[config.mk]
export PLATFORM = sky130hd
export DESIGN_NAME = s3mf_regs
export DESIGN_NICKNAME = d
export VERILOG_FILES = /design/src/hw/rtl/s3mf_pkg.sv /design/src/hw/rtl/s3mf_regs.sv
export SDC_FILE = /design/constraint.sdc
export NUM_CORES = 1
export LEC_CHECK = 0
export BUFFER_PORTS_ARGS = -buffer_cell sky130_fd_sc_hd__buf_4
export CAP_MARGIN = 40
export CORE_ASPECT_RATIO = 0.9
export CORE_MARGIN = 3
export CORE_UTILIZATION = 35
export DETAILED_ROUTE_END_ITERATION = 12
export PLACE_DENSITY = 0.77
export SLEW_MARGIN = 5
export SYNTH_ARGS = -nofsm -noshare
export SYNTH_HDL_FRONTEND = slang
export SYNTH_SLANG_ARGS = --single-unit
[constraint.sdc]
create_clock -name clk -period 1.5 [get_ports clk]
set_clock_uncertainty 0.2 [all_clocks]
set_input_delay 0.15 -clock clk [delete_from_list [all_inputs] [get_ports clk]]
set_output_delay 0.15 -clock clk [all_outputs]
set_load 0.05 [all_outputs]
[src/hw/rtl/s3mf_pkg.sv]
`default_nettype none

package s3mf_pkg;

	// APB register file geometry
	localparam int unsigned APB_AW = 3;
	localparam int unsigned APB_DW = 32;

	// Register index, taken from paddr above the byte offset
	localparam logic [APB_AW-3:0] REG_GRID_SIZE = '0;

	// Grid side lower limit and reset side
	localparam int unsigned MIN_SIZE        = 3;
	localparam int unsigned GRID_SIZE_RESET = 3;

	// Window geometry
	localparam int unsigned WIN = 3;

endpackage

`default_nettype wire

[src/hw/rtl/s3mf_regs.sv]
`default_nettype none

module s3mf_regs
	import s3mf_pkg::*;
#(
	parameter int MAX_SIZE = 1024,
	parameter int GW       = 11,
	parameter int CW       = 10
) (
	input  wire logic              clk,
	input  wire logic              arst_n,
	input  wire logic              psel,
	input  wire logic              penable,
	input  wire logic              pwrite,
	input  wire logic [APB_AW-1:0] paddr,
	input  wire logic [APB_DW-1:0] pwdata,
	output logic      [APB_DW-1:0] prdata,
	output logic                   pready,
	output logic                   cfg_clr,
	output logic      [CW-1:0]     last_idx
);

	logic [GW-1:0] grid_size_q;
	logic [CW-1:0] last_idx_q;
	logic [GW-1:0] wdata;
	logic [CW-1:0] wr_last;
	logic          sel_grid;

	assign pready   = 1'b1;
	assign wdata    = pwdata[GW-1:0];
	assign sel_grid = (paddr[APB_AW-1:2] == REG_GRID_SIZE);
	assign cfg_clr  = psel & penable & pwrite & sel_grid;
	assign last_idx = last_idx_q;

	// Clamp the side into range and keep the last index n-1
	always_comb begin
		if (wdata < GW'(MIN_SIZE)) begin
			wr_last = CW'(MIN_SIZE - 1);
		end else if (wdata > GW'(MAX_SIZE)) begin
			wr_last = CW'(MAX_SIZE - 1);
		end else begin
			wr_last = CW'(wdata - GW'(1));
		end
	end

	// Hold the raw register and its clamped last index
	always_ff @(posedge clk or negedge arst_n) begin
		if (!arst_n) begin
			grid_size_q <= GW'(GRID_SIZE_RESET);
			last_idx_q  <= CW'(GRID_SIZE_RESET - 1);
		end else if (cfg_clr) begin
			grid_size_q <= wdata;
			last_idx_q  <= wr_last;
		end
	end

	// Read back
	assign prdata = sel_grid ? APB_DW'(grid_size_q) : '0;

endmodule

`default_nettype wire

# Word-level counts from Yosys, hierarchy flattened
# Cells that the tools add are included.
# totals
regBits	21
inputBits	40
output_inout_bits	44
word_cells	12
# classes
n_lt_le_gt_ge	2
n_addsub	1
bitwise_logic	4
muxes	3
# ops
cell	count
two-way mux 10 bit	2
greater-than comparator 11 bit (second input constant)	1
< comparator 11 x 2 -> 1 bit (second input constant)	1
two-way mux 11 bit	1
subtractor 10 x 1 -> 10 bit (second input constant)	1
bitwise AND 1 bit	3
inverter 1 bit	1

# Depth between registers and ports, before layout
# Gate-level depths: netlist (run 1).
# depth
word_depth	3
depth_mapped	7
mapped_depth_nobuf	6

# Worst setup path before layout (run 1)
# No wires, ideal clock.
# synth_path
path_kind	input to register
from	input port pwdata[6]
to	register last_idx_q[5] (netlist: last_idx[5])
slack_ns	-0.158
path_buffers	0
setup_time_ns	0.118
t_required_ns	1.182
arrival_time_ns	1.340
stages	4
path_cell_list	or4_4 -> o41ai_4 -> a31oi_1 -> a21o_1
# synth_between
elab_chain_cells	3
elab_cells_between_ends	4
# synth_rtl
item	line_no	rtl
from (decl)	s3mf_regs.sv:16	input wire logic [APB_DW-1:0] pwdata,
greater-than comparator 11 bit	s3mf_regs.sv:39	end else if (wdata > GW'(MAX_SIZE)) begin
two-way mux 10 bit	s3mf_regs.sv:39	
two-way mux 10 bit *	s3mf_regs.sv:37	if (wdata < GW'(MIN_SIZE)) begin
to (signal assigned)	s3mf_regs.sv:50	last_idx_q <= CW'(GRID_SIZE_RESET - 1);
to (signal assigned)	s3mf_regs.sv:53	last_idx_q <= wr_last;
to (decl)	s3mf_regs.sv:24	logic [CW-1:0] last_idx_q;
# Every way passes the cells marked *; elsewhere a longest branch is shown, timed or not.
# A chain may end at the register's enable or synchronous reset.

# Worst setup path after layout (run 1)
# layout_path
from	input port pwdata[6]
to	register last_idx_q[6] (netlist: last_idx[6])
# layout_between
elab_chain_cells	3
elab_cells_between_ends	5
# layout_rtl
item	line_no
subtractor 10 x 1 -> 10 bit / greater-than comparator 11 bit (equally long branches)	s3mf_regs.sv:42, s3mf_regs.sv:39
two-way mux 10 bit	s3mf_regs.sv:39
two-way mux 10 bit *	s3mf_regs.sv:37
# Marked as above.

==> results.py, run 1 <==
metrics = {
    "outcome": {
        "status": "complete, no violations",
    },
    "logic_synthesis": {
        "sequential_share_of_the_synthesized_area_pct": 40.9,
        "yosysTopAreaCell": "sky130_fd_sc_hd__dfrtp_1",
        "synthesized_cell_area_um2": 1290,
        "synth_top_cell_area_share_pct": 34.8,
        "count_of_state_elements_after_synthesis": 21,
        "syn-mean-instance-area_um2": 8.69,
        "synthFlopType": "sky130_fd_sc_hd__dfrtp_1",
        "syn-instance-count": 149,
        "ys_async_sr_fraction_pct": 100,
        "ys_warn_count": 0,
        "synth.area.top_cells": "sky130_fd_sc_hd__dfrtp_1 (35%), sky130_fd_sc_hd__buf_4 (13%), sky130_fd_sc_hd__nand2_1 (10%)",
        "synth.lib_cells_used.distinct": 34,
        "synth.cells.most_frequent": "sky130_fd_sc_hd__nand2_1 (35), sky130_fd_sc_hd__buf_4 (22), sky130_fd_sc_hd__dfrtp_1 (18)",
        "synthMostInstantiatedCell": "sky130_fd_sc_hd__nand2_1",
        "synth-edff-count": 0,
    },
    "sta": {
        "report.final.hold_viol_count": 0,
        "grt_setup_unrepaired": "true",
        "timing.final.crit_period_ps": 1460,
        "layout_worst_path_cycle_share_pct": 97.4,
        "fmax_mhz": 685,
        "final_max_tran_viols": 0,
        "finalSetupViolations": 0,
    },
    "power_and_ir_drop": {
        "vdd.ir_drop.worst_mv": 0.719,
        "design_power_total_mw": 2.01,
        "cellPowerDensity_nw_per_um2": 1130,
        "p_leak_nw": 0.922,
    },
    "floorplan": {
        "floorplan.die.width_um": 70.1,
        "floorplan.die.height_um": 63.7,
        "starting_density_of_the_core_pct": 37.5,
        "top_level_ports": 84,
        "row_count": 20,
        "floorplan.core_area_um2": 3450,
        "floorplan.die_area_um2": 4470,
    },
    "grt": {
        "grt_max_degree": 24,
        "combined_global_route_utilization_of_all_metal_layers_pct": 14.5,
        "grt_antenna_before_repair": 0,
        "grt_first_pass_wirelength_mm": 5.21,
        "number_of_global_route_vias_before_repair": 1116,
        "global_route.overflow_total": 0,
    },
    "clock_network": {
        "cts_made_buffers": 3,
        "cts.root.buffer_cell": "sky130_fd_sc_hd__clkbuf_8",
        "max-clock-path-buffers": 2,
        "clock-sinks": 21,
        "tritoncts": "done",
        "clk_pin_slew_ps": 70,
        "htree_num_levels": 1,
        "clkLatencyLatePin_ps": 260,
    },
    "final_layout": {
        "finalNonFillerCells": 248,
        "final_nets": 246,
        "post_route_cells_drive_above_1_share_pct": 37.3,
        "antenna_cells_inserted": 0,
        "area_growth_syn_to_layout_pct": 37.9,
    },
    "routing": {
        "via_per_inst": 4.60,
        "first_iter_violations": 62,
        "dr.pass1.iters": 4,
        "vias": 1142,
        "routed-wl-met2_mm": 1.53,
        "route.detailed.wl_per_inst_um": 12.8,
        "met3_wirelength_um": 231,
        "maxUsedRoutingLayer": "met4",
        "route.detailed.drc": 0,
        "wl_met1_mm": 1.38,
        "drt-total-wl_mm": 3.17,
        "detail-route-antenna-nets": 0,
    },
    "worst_setup_path": {
        "critical_path_peak_fanout": 6,
        "worst_path_dominant_cell_family": "simple AND/OR/NAND/NOR gates",
        "critPathRequiredTime_ps": 1450,
        "worstPathBufferInverterCount": 2,
        "cp_slowest_stage_delay_ps": 550,
        "crit_path_top_delay_cell": "sky130_fd_sc_hd__or4_4",
        "timing_worst_setup_path_type": "input pin to flip-flop",
        "crit_arrival_ps": 1410,
        "timing.critical_path.cells": "buf_6 > or4_4 > o41ai_4 > buf_4 > a31oi_1 > a21o_1",
        "critical_path.endpoint_type": "flip-flop",
        "cp-start-kind": "input pin",
    },
    "place": {
        "dp.final_hpwl_mm": 2.36,
        "gp_routability_congestion": 0.926,
        "dp_cells": 240,
        "port-buffer-count": 38,
    },
    "run": {
        "drv_cap": 0,
    },
    "worst_hold_path": {
        "min-delay-path-class": "input pin to flip-flop",
    },
}
-- stage by stage --
step | hold slack (ps) | setup WS, ps | instance area [um2] | util [%] | setup TNS (ps)
2_1_floorplan | -346 | -158 | 1390 | - | -1090
3_3_place_gp | -155 | -346 | 1660 | 48.2 | -2750
3_5_place_dp | -150 | -367 | 1660 | 48.2 | -2960
4_1_cts | 11.9 | -71.7 | 1750 | 50.7 | -380
5_1_grt | 25.7 | -5.63 | 1790 | 51.7 | -9.81
6_report | 12.6 | 39.2 | 1790 | 51.7 | 0
-- worst paths after layout --
kind / to / start / slack [ps] / cells after the start
min: grid_size_q[4] / pwdata[4] / 10 / 4
max: last_idx[6] / pwdata[6] / 40 / 6
min in group asynchronous: last_idx[0] / arst_n / 100 / 2
max reg2reg: last_idx[1] / last_idx[1] / 540 / 1
max in group asynchronous: grid_size_q[0] / arst_n / 720 / 2
min reg2reg: grid_size_q[10] / grid_size_q[10] / 270 / 2
-- worst min-delay path, delay by kind of cell --
family	cells	cell delay, ps
buffers and inverters	2	200
and+or+nand+nor	2	90
-- logic make-up (layout without fill, tap and decap cells) --
family / after synthesis / after routing / synth area share [%]
fa+ha+maj: 1 / 1 / 0.966
xor+xnor: 5 / 5 / 3.38
buf+inv: 33 / 68 / 16.0
simple gates: 65 / 65 / 25.3
other cells: 2 / 22 / 0.580
compound gates: 21 / 21 / 12.0
flops: 21 / 21 / 40.9
mux: 1 / 1 / 0.870
-- cell usage in the layout, fill, tap and decap left out, types with 2 or more instances in the layout --
master and n:
sky130_fd_sc_hd__nor4_1 2, sky130_fd_sc_hd__a21o_1 4, sky130_fd_sc_hd__buf_4 55, sky130_fd_sc_hd__o21ai_0 5, sky130_fd_sc_hd__dlygate4sd3_1 3, sky130_fd_sc_hd__clkbuf_8 3, sky130_fd_sc_hd__a31oi_1 2, sky130_fd_sc_hd__buf_6 2
sky130_fd_sc_hd__conb_1 22, sky130_fd_sc_hd__nor2b_2 2, sky130_fd_sc_hd__xor2_1 2, sky130_fd_sc_hd__dfstp_2 3, sky130_fd_sc_hd__o211ai_1 2, sky130_fd_sc_hd__inv_1 4, sky130_fd_sc_hd__nor2_1 4, sky130_fd_sc_hd__nand2_1 35
sky130_fd_sc_hd__dfrtp_1 18, sky130_fd_sc_hd__xnor2_1 3, sky130_fd_sc_hd__a21oi_1 3, sky130_fd_sc_hd__nor2b_1 10
-- routing by layer --
metal / global-route usage, % / vias to the layer above
met2: 23.8 / 53
met1: 19.0 / 531
met3: 4.15 / 4
met5: 0 / -
met4: 2.87 / 0
li1: - / 554
-- layout make-up --
cell class | count | area [um2]
fill | 320 | 1670
clock buffer | 4 | 45.0
tap | 44 | 55.1
timing repair buffer | 60 | 465
multi-input combinational | 115 | 676
inverter | 4 | 15.0
sequential | 21 | 529
-- power breakdown --
part	switching, mW	internal (mW)	total (mW)
sequential	0.0573	0.690	0.747
clock	0.177	0.189	0.366
combinational	0.627	0.275	0.902
-- state kept, by name (all words and copies together), names as in the netlist --
register,cells
grid_size_q,11
last_idx,10
-- what timing repair did --
action / 4_1_cts / 5_1_grt
pin swaps: 2 / 2
hold buffers: 3 / 0
setup buffers: 0 / 1
gates resized for setup: 3 / 5
endpoints found under the setup margin: 8 / 8
hold endpoints to repair: 23 / 0
No activity file was read; power rests on OpenSTA's default activity.
==> inputs of run 2 (changes only) <==
- clock period: 1.5 -> 1.7 ns (I/O delays scaled with it)
==> run 2 against run 1 <==
  * Register-to-register slack improved by 230 ps
  * Worst hold slack improved by 18 ps
  * Non-clock buffer count decreased by 4
  * First-iteration DRC count decreased by 40%
  * Global-route usage decreased by 0.62 points
  * Routed wire length decreased by 4.4%
  * Power decreased by 13%
  * Critical path type unchanged
  * Highest routed layer unchanged
==> results.py, run 2 (synthesized netlist as in run 1, its figures left out) <==
metrics = {
    "worst_hold_path": {
        "min-delay-path-class": "input pin to flip-flop",
        "worstHoldPathCells": 4,
    },
    "final_layout": {
        "number_of_inserted_filler_cells_in_the_final_layout": 348,
        "multi_input_area_um2": 646,
        "flip_flop_count_of_the_largest_register_after_layout": 11,
        "area_growth_syn_to_layout_pct": 32.7,
        "mostFrequentLayoutCell": "sky130_fd_sc_hd__buf_4",
        "fin_area_um2": 1720,
        "antenna_cells_inserted": 0,
        "final_nets": 243,
        "regMostFlops": "grid_size_q",
        "area.sequential_um2": 529,
        "post_route_cells_drive_above_1_share_pct": 33.3,
        "most_frequent_cells_in_the_layout": "sky130_fd_sc_hd__buf_4 (53), sky130_fd_sc_hd__nand2_1 (35), sky130_fd_sc_hd__conb_1 (22)",
    },
    "clock_network": {
        "htree_num_levels": 1,
        "clock-sinks": 21,
        "cts_made_buffers": 3,
        "cts.root.buffer_cell": "sky130_fd_sc_hd__clkbuf_8",
        "clk_pin_slew_ps": 80,
        "max-clock-path-buffers": 2,
        "postCtsSetupRepairBufs": 0,
        "tritoncts": "done",
        "clkLatencyLatePin_ps": 260,
    },
    "worst_setup_path": {
        "critPathRequiredTime_ps": 1640,
        "crit_arrival_ps": 1570,
        "r2r_cells": 2,
        "cp_slowest_stage_delay_ps": 550,
        "timing.critical_path.cells": "buf_4 > or4_4 > o41ai_4 > or2_2 > o211ai_1",
        "critical_path_peak_fanout": 6,
        "worst_path_dominant_cell_family": "simple AND/OR/NAND/NOR gates",
        "crit_cells": 5,
        "critical_path.endpoint_type": "flip-flop",
        "timing_worst_setup_path_type": "input pin to flip-flop",
        "crit_path_top_delay_cell": "sky130_fd_sc_hd__or4_4",
        "cp-start-kind": "input pin",
        "worstPathBufferInverterCount": 1,
    },
    "floorplan": {
        "floorplan.die.width_um": 70.1,
        "starting_density_of_the_core_pct": 37.5,
        "floorplan.die_area_um2": 4470,
        "top_level_ports": 84,
        "floorplan.core_area_um2": 3450,
        "row_count": 20,
        "floorplan.die.height_um": 63.7,
    },
    "routing": {
        "met3_wirelength_um": 202,
        "drt-total-wl_mm": 3.03,
        "route.detailed.drc": 0,
        "dr.pass1.iters": 5,
        "via_per_inst": 4.49,
        "detail-route-antenna-nets": 0,
        "vias": 1099,
        "wl_met1_mm": 1.33,
        "route.detailed.wl_per_inst_um": 12.4,
        "routed-wl-met2_mm": 1.48,
        "first_iter_violations": 37,
        "maxUsedRoutingLayer": "met4",
    },
    "power_and_ir_drop": {
        "design_power_total_mw": 1.76,
        "vdd.ir_drop.worst_mv": 0.491,
        "p_leak_nw": 0.894,
        "cellPowerDensity_nw_per_um2": 1030,
    },
    "sta": {
        "report.final.hold_viol_count": 0,
        "fmax_mhz": 613,
        "grt_setup_unrepaired": "false",
        "finalSetupViolations": 0,
        "timing.final.crit_period_ps": 1630,
        "final_max_tran_viols": 0,
        "layout_worst_path_cycle_share_pct": 96.0,
    },
    "place": {
        "dp.final_hpwl_mm": 2.35,
        "placed_cell_area_um2": 1630,
        "port-buffer-count": 38,
        "gp_routability_congestion": 0.847,
    },
    "grt": {
        "grt_max_degree": 24,
        "grt_first_pass_wirelength_mm": 5.06,
        "grt_antenna_before_repair": 0,
        "number_of_global_route_vias_before_repair": 1076,
        "global_route.overflow_total": 0,
        "combined_global_route_utilization_of_all_metal_layers_pct": 13.9,
    },
    "outcome": {
        "status": "complete, no violations",
    },
    "run": {
        "drv_cap": 0,
    },
}
==> run 2: power by group <==
group | internal (mW) | total (mW) | switching, mW
Sequential | 0.608 | 0.659 | 0.0507
Combinational | 0.233 | 0.776 | 0.542
Clock | 0.167 | 0.329 | 0.162
Total | 1.01 | 1.76 | 0.755
==> run 2: final cells by class <==
class | instances | area share, %
well taps | 44 | 3.20
repair buffers | 56 | 24.9
multi-input cells | 116 | 37.6
clock buffers | 4 | 2.62
flip-flops and latches | 21 | 30.8
inverters | 4 | 0.874
==> run 2: worst register-to-register path: stages (launching register included) <==
cell                      delay, ps
sky130_fd_sc_hd__dfstp_2        530
sky130_fd_sc_hd__nand2_1         40
sky130_fd_sc_hd__o21ai_0         80
==> run 2: repair_timing <==
item,in CTS,in global routing
endpoints found under the hold margin,23,0
endpoints found under the setup margin,0,2
hold buffers,3,0
resized for setup,0,1
==> run 2: worst paths after layout <==
path | from | endpoint | slack, ps
max in group asynchronous | arst_n | grid_size_q[0] | 900
setup reg to reg | grid_size_q[1] | grid_size_q[1] | 770
min in group asynchronous | arst_n | last_idx[0] | 130
hold reg to reg | grid_size_q[6] | grid_size_q[6] | 270
hold / removal | pwdata[4] | grid_size_q[4] | 30
setup / recovery | pwdata[6] | last_idx[9] | 70
==> run 2: layer usage <==
layer / vias to the layer above / track usage, %
met5: - / 0
li1: 553 / -
met1: 500 / 19.1
met3: 2 / 2.71
met2: 44 / 22.9
met4: 0 / 2.15
==> run 2: per-stage QoR <==
step / setup TNS, ps / hold WS, ps / std cells / setup slack, ps / utilization [%]
after detailed placement: -1520 / -129 / 237 / -208 / 47.2
after floorplan: 0 / -326 / 169 / 21.8 / -
after global routing: 0 / 65.3 / 245 / 6.16 / 49.7
after global placement: -1330 / -133 / 237 / -179 / 47.2
final: 0 / 30.2 / 245 / 68.0 / 49.7
after CTS: 0 / 29.7 / 244 / 9.60 / 49.4
==> inputs of run 3 (changes only) <==
- GPL_TIMING_DRIVEN: not set -> 0
- PLACE_DENSITY: 0.77 -> 0.75
==> run 3 against run 2 <==
  * Die area unchanged
  * Critical endpoint is now last_idx[7]
  * Power up 1.2%
  * Core utilization up 4.6 points
  * Critical path type unchanged
  * Largest cell class unchanged
  * Cell count up 8.2%
  * Sequential power about the same
  * Largest power group unchanged
  * Highest routed layer unchanged
  * First-iteration DRC count up 11%
==> results.py, run 3 (synthesized netlist as in run 1, its figures left out) <==
metrics = {
    "outcome": {
        "status": "complete, no violations",
    },
    "clock_network": {
        "max-clock-path-buffers": 2,
        "cts_made_buffers": 3,
        "htree_num_levels": 1,
        "clkLatencyLatePin_ps": 250,
        "clock-sinks": 21,
        "cts.root.buffer_cell": "sky130_fd_sc_hd__clkbuf_8",
        "clk_pin_slew_ps": 70,
        "tritoncts": "done",
    },
    "final_layout": {
        "final_nets": 263,
        "regMostFlops": "grid_size_q",
        "mostFrequentLayoutCell": "sky130_fd_sc_hd__buf_4",
        "antenna_cells_inserted": 0,
        "area_growth_syn_to_layout_pct": 44.9,
        "final_core_util_pct": 54.3,
        "flip_flop_count_of_the_largest_register_after_layout": 11,
        "most_frequent_cells_in_the_layout": "sky130_fd_sc_hd__buf_4 (58), sky130_fd_sc_hd__nand2_1 (35), sky130_fd_sc_hd__conb_1 (22)",
        "post_route_cells_drive_above_1_share_pct": 34.4,
    },
    "floorplan": {
        "floorplan.die.width_um": 70.1,
        "top_level_ports": 84,
        "starting_density_of_the_core_pct": 37.5,
        "floorplan.die_area_um2": 4470,
        "row_count": 20,
        "floorplan.core_area_um2": 3450,
        "floorplan.die.height_um": 63.7,
    },
    "worst_hold_path": {
        "min-delay-path-class": "input pin to flip-flop",
    },
    "worst_setup_path": {
        "critical_path.endpoint_type": "flip-flop",
        "timing_worst_setup_path_type": "input pin to flip-flop",
        "critical_path_peak_fanout": 6,
        "cp-start-kind": "input pin",
        "critPathRequiredTime_ps": 1620,
        "crit_arrival_ps": 1610,
    },
    "sta": {
        "report.final.hold_viol_count": 0,
        "fmax_mhz": 590,
        "hold-worst-slack_ps": 29.9,
        "finalSetupTns_ps": 0,
        "slack_of_the_critical_path_ps": 4.86,
        "finalSetupViolations": 0,
        "grt_setup_unrepaired": "true",
        "layout_worst_path_cycle_share_pct": 99.7,
        "final_max_tran_viols": 0,
        "timing.final.crit_period_ps": 1700,
    },
    "place": {
        "dp.final_hpwl_mm": 2.23,
        "gp_routability_congestion": 0.877,
        "port-buffer-count": 37,
        "detailedPlace.worstSlack_ps": -228,
    },
    "routing": {
        "vias": 1150,
        "via_per_inst": 4.34,
        "route.detailed.wl_per_inst_um": 11.1,
        "dr.pass1.iters": 4,
        "drt-total-wl_mm": 2.94,
        "first_iter_violations": 41,
        "detail-route-antenna-nets": 0,
        "route.detailed.drc": 0,
    },
    "grt": {
        "grt_max_degree": 22,
        "grt_antenna_before_repair": 0,
        "grt_first_pass_wirelength_mm": 4.65,
        "global_route.overflow_total": 0,
        "combined_global_route_utilization_of_all_metal_layers_pct": 12.8,
        "number_of_global_route_vias_before_repair": 1025,
    },
    "power_and_ir_drop": {
        "p_leak_nw": 0.989,
        "design_power_total_mw": 1.78,
        "vdd.ir_drop.worst_mv": 0.476,
        "cellPowerDensity_nw_per_um2": 951,
    },
    "run": {
        "drv_cap": 0,
    },
}
## run 3: worst max-delay path: stages
cell and delay [ps]:
sky130_fd_sc_hd__buf_8 100, sky130_fd_sc_hd__or4_4 550, sky130_fd_sc_hd__o41ai_4 500, sky130_fd_sc_hd__or2_4 210, sky130_fd_sc_hd__o211ai_1 80
## run 3: where the power goes
group	switching, mW	total (mW)	internal [mW]
clock network	0.147	0.313	0.167
logic	0.547	0.811	0.264
registers	0.0514	0.660	0.609
## run 3: timing repair
item,CTS,global route
hold buffers,10,0
setup endpoints to repair,1,7
pin swaps,0,3
setup buffers,0,1
hold endpoints to repair,30,0
resized for setup,1,6
## run 3: path summary, 6_finish.rpt
path	from	to	slack, ps	cells past startpoint
max	pwdata[8]	last_idx[7]	5	5
min	pwdata[1]	grid_size_q[1]	30	3
max reg2reg	last_idx[1]	last_idx[1]	750	1
min reg2reg	grid_size_q[8]	grid_size_q[8]	270	2
max in group asynchronous	arst_n	grid_size_q[1]	900	2
min in group asynchronous	arst_n	last_idx[5]	130	2
## run 3: cell type report
type                    instances  area [um2]
flip-flops and latches         21         529
fillers                       332        1580
plain buffers                  29         194
repair buffers                 48         397
inverters                       4        15.0
multi-input cells             115         642
clock buffers                   4        45.0
well taps                      44        55.1
## run 3: metrics by stage
step	std cells	area (um2)
after global placement	250	1700
final	265	1880
after floorplan	169	1370
after global routing	265	1880
after detailed placement	250	1700
after CTS	264	1850
## run 3: per-layer routing
| layer | wire length [um] | vias to the layer above | global-route usage [%] |
|---|---|---|---|
| met5 | 0 | - | 0 |
| met4 | 21 | 0 | 2.15 |
| met3 | 214 | 4 | 4.63 |
| met2 | 1430 | 38 | 20.6 |
| met1 | 1270 | 517 | 16.7 |
| li1 | - | 591 | - |
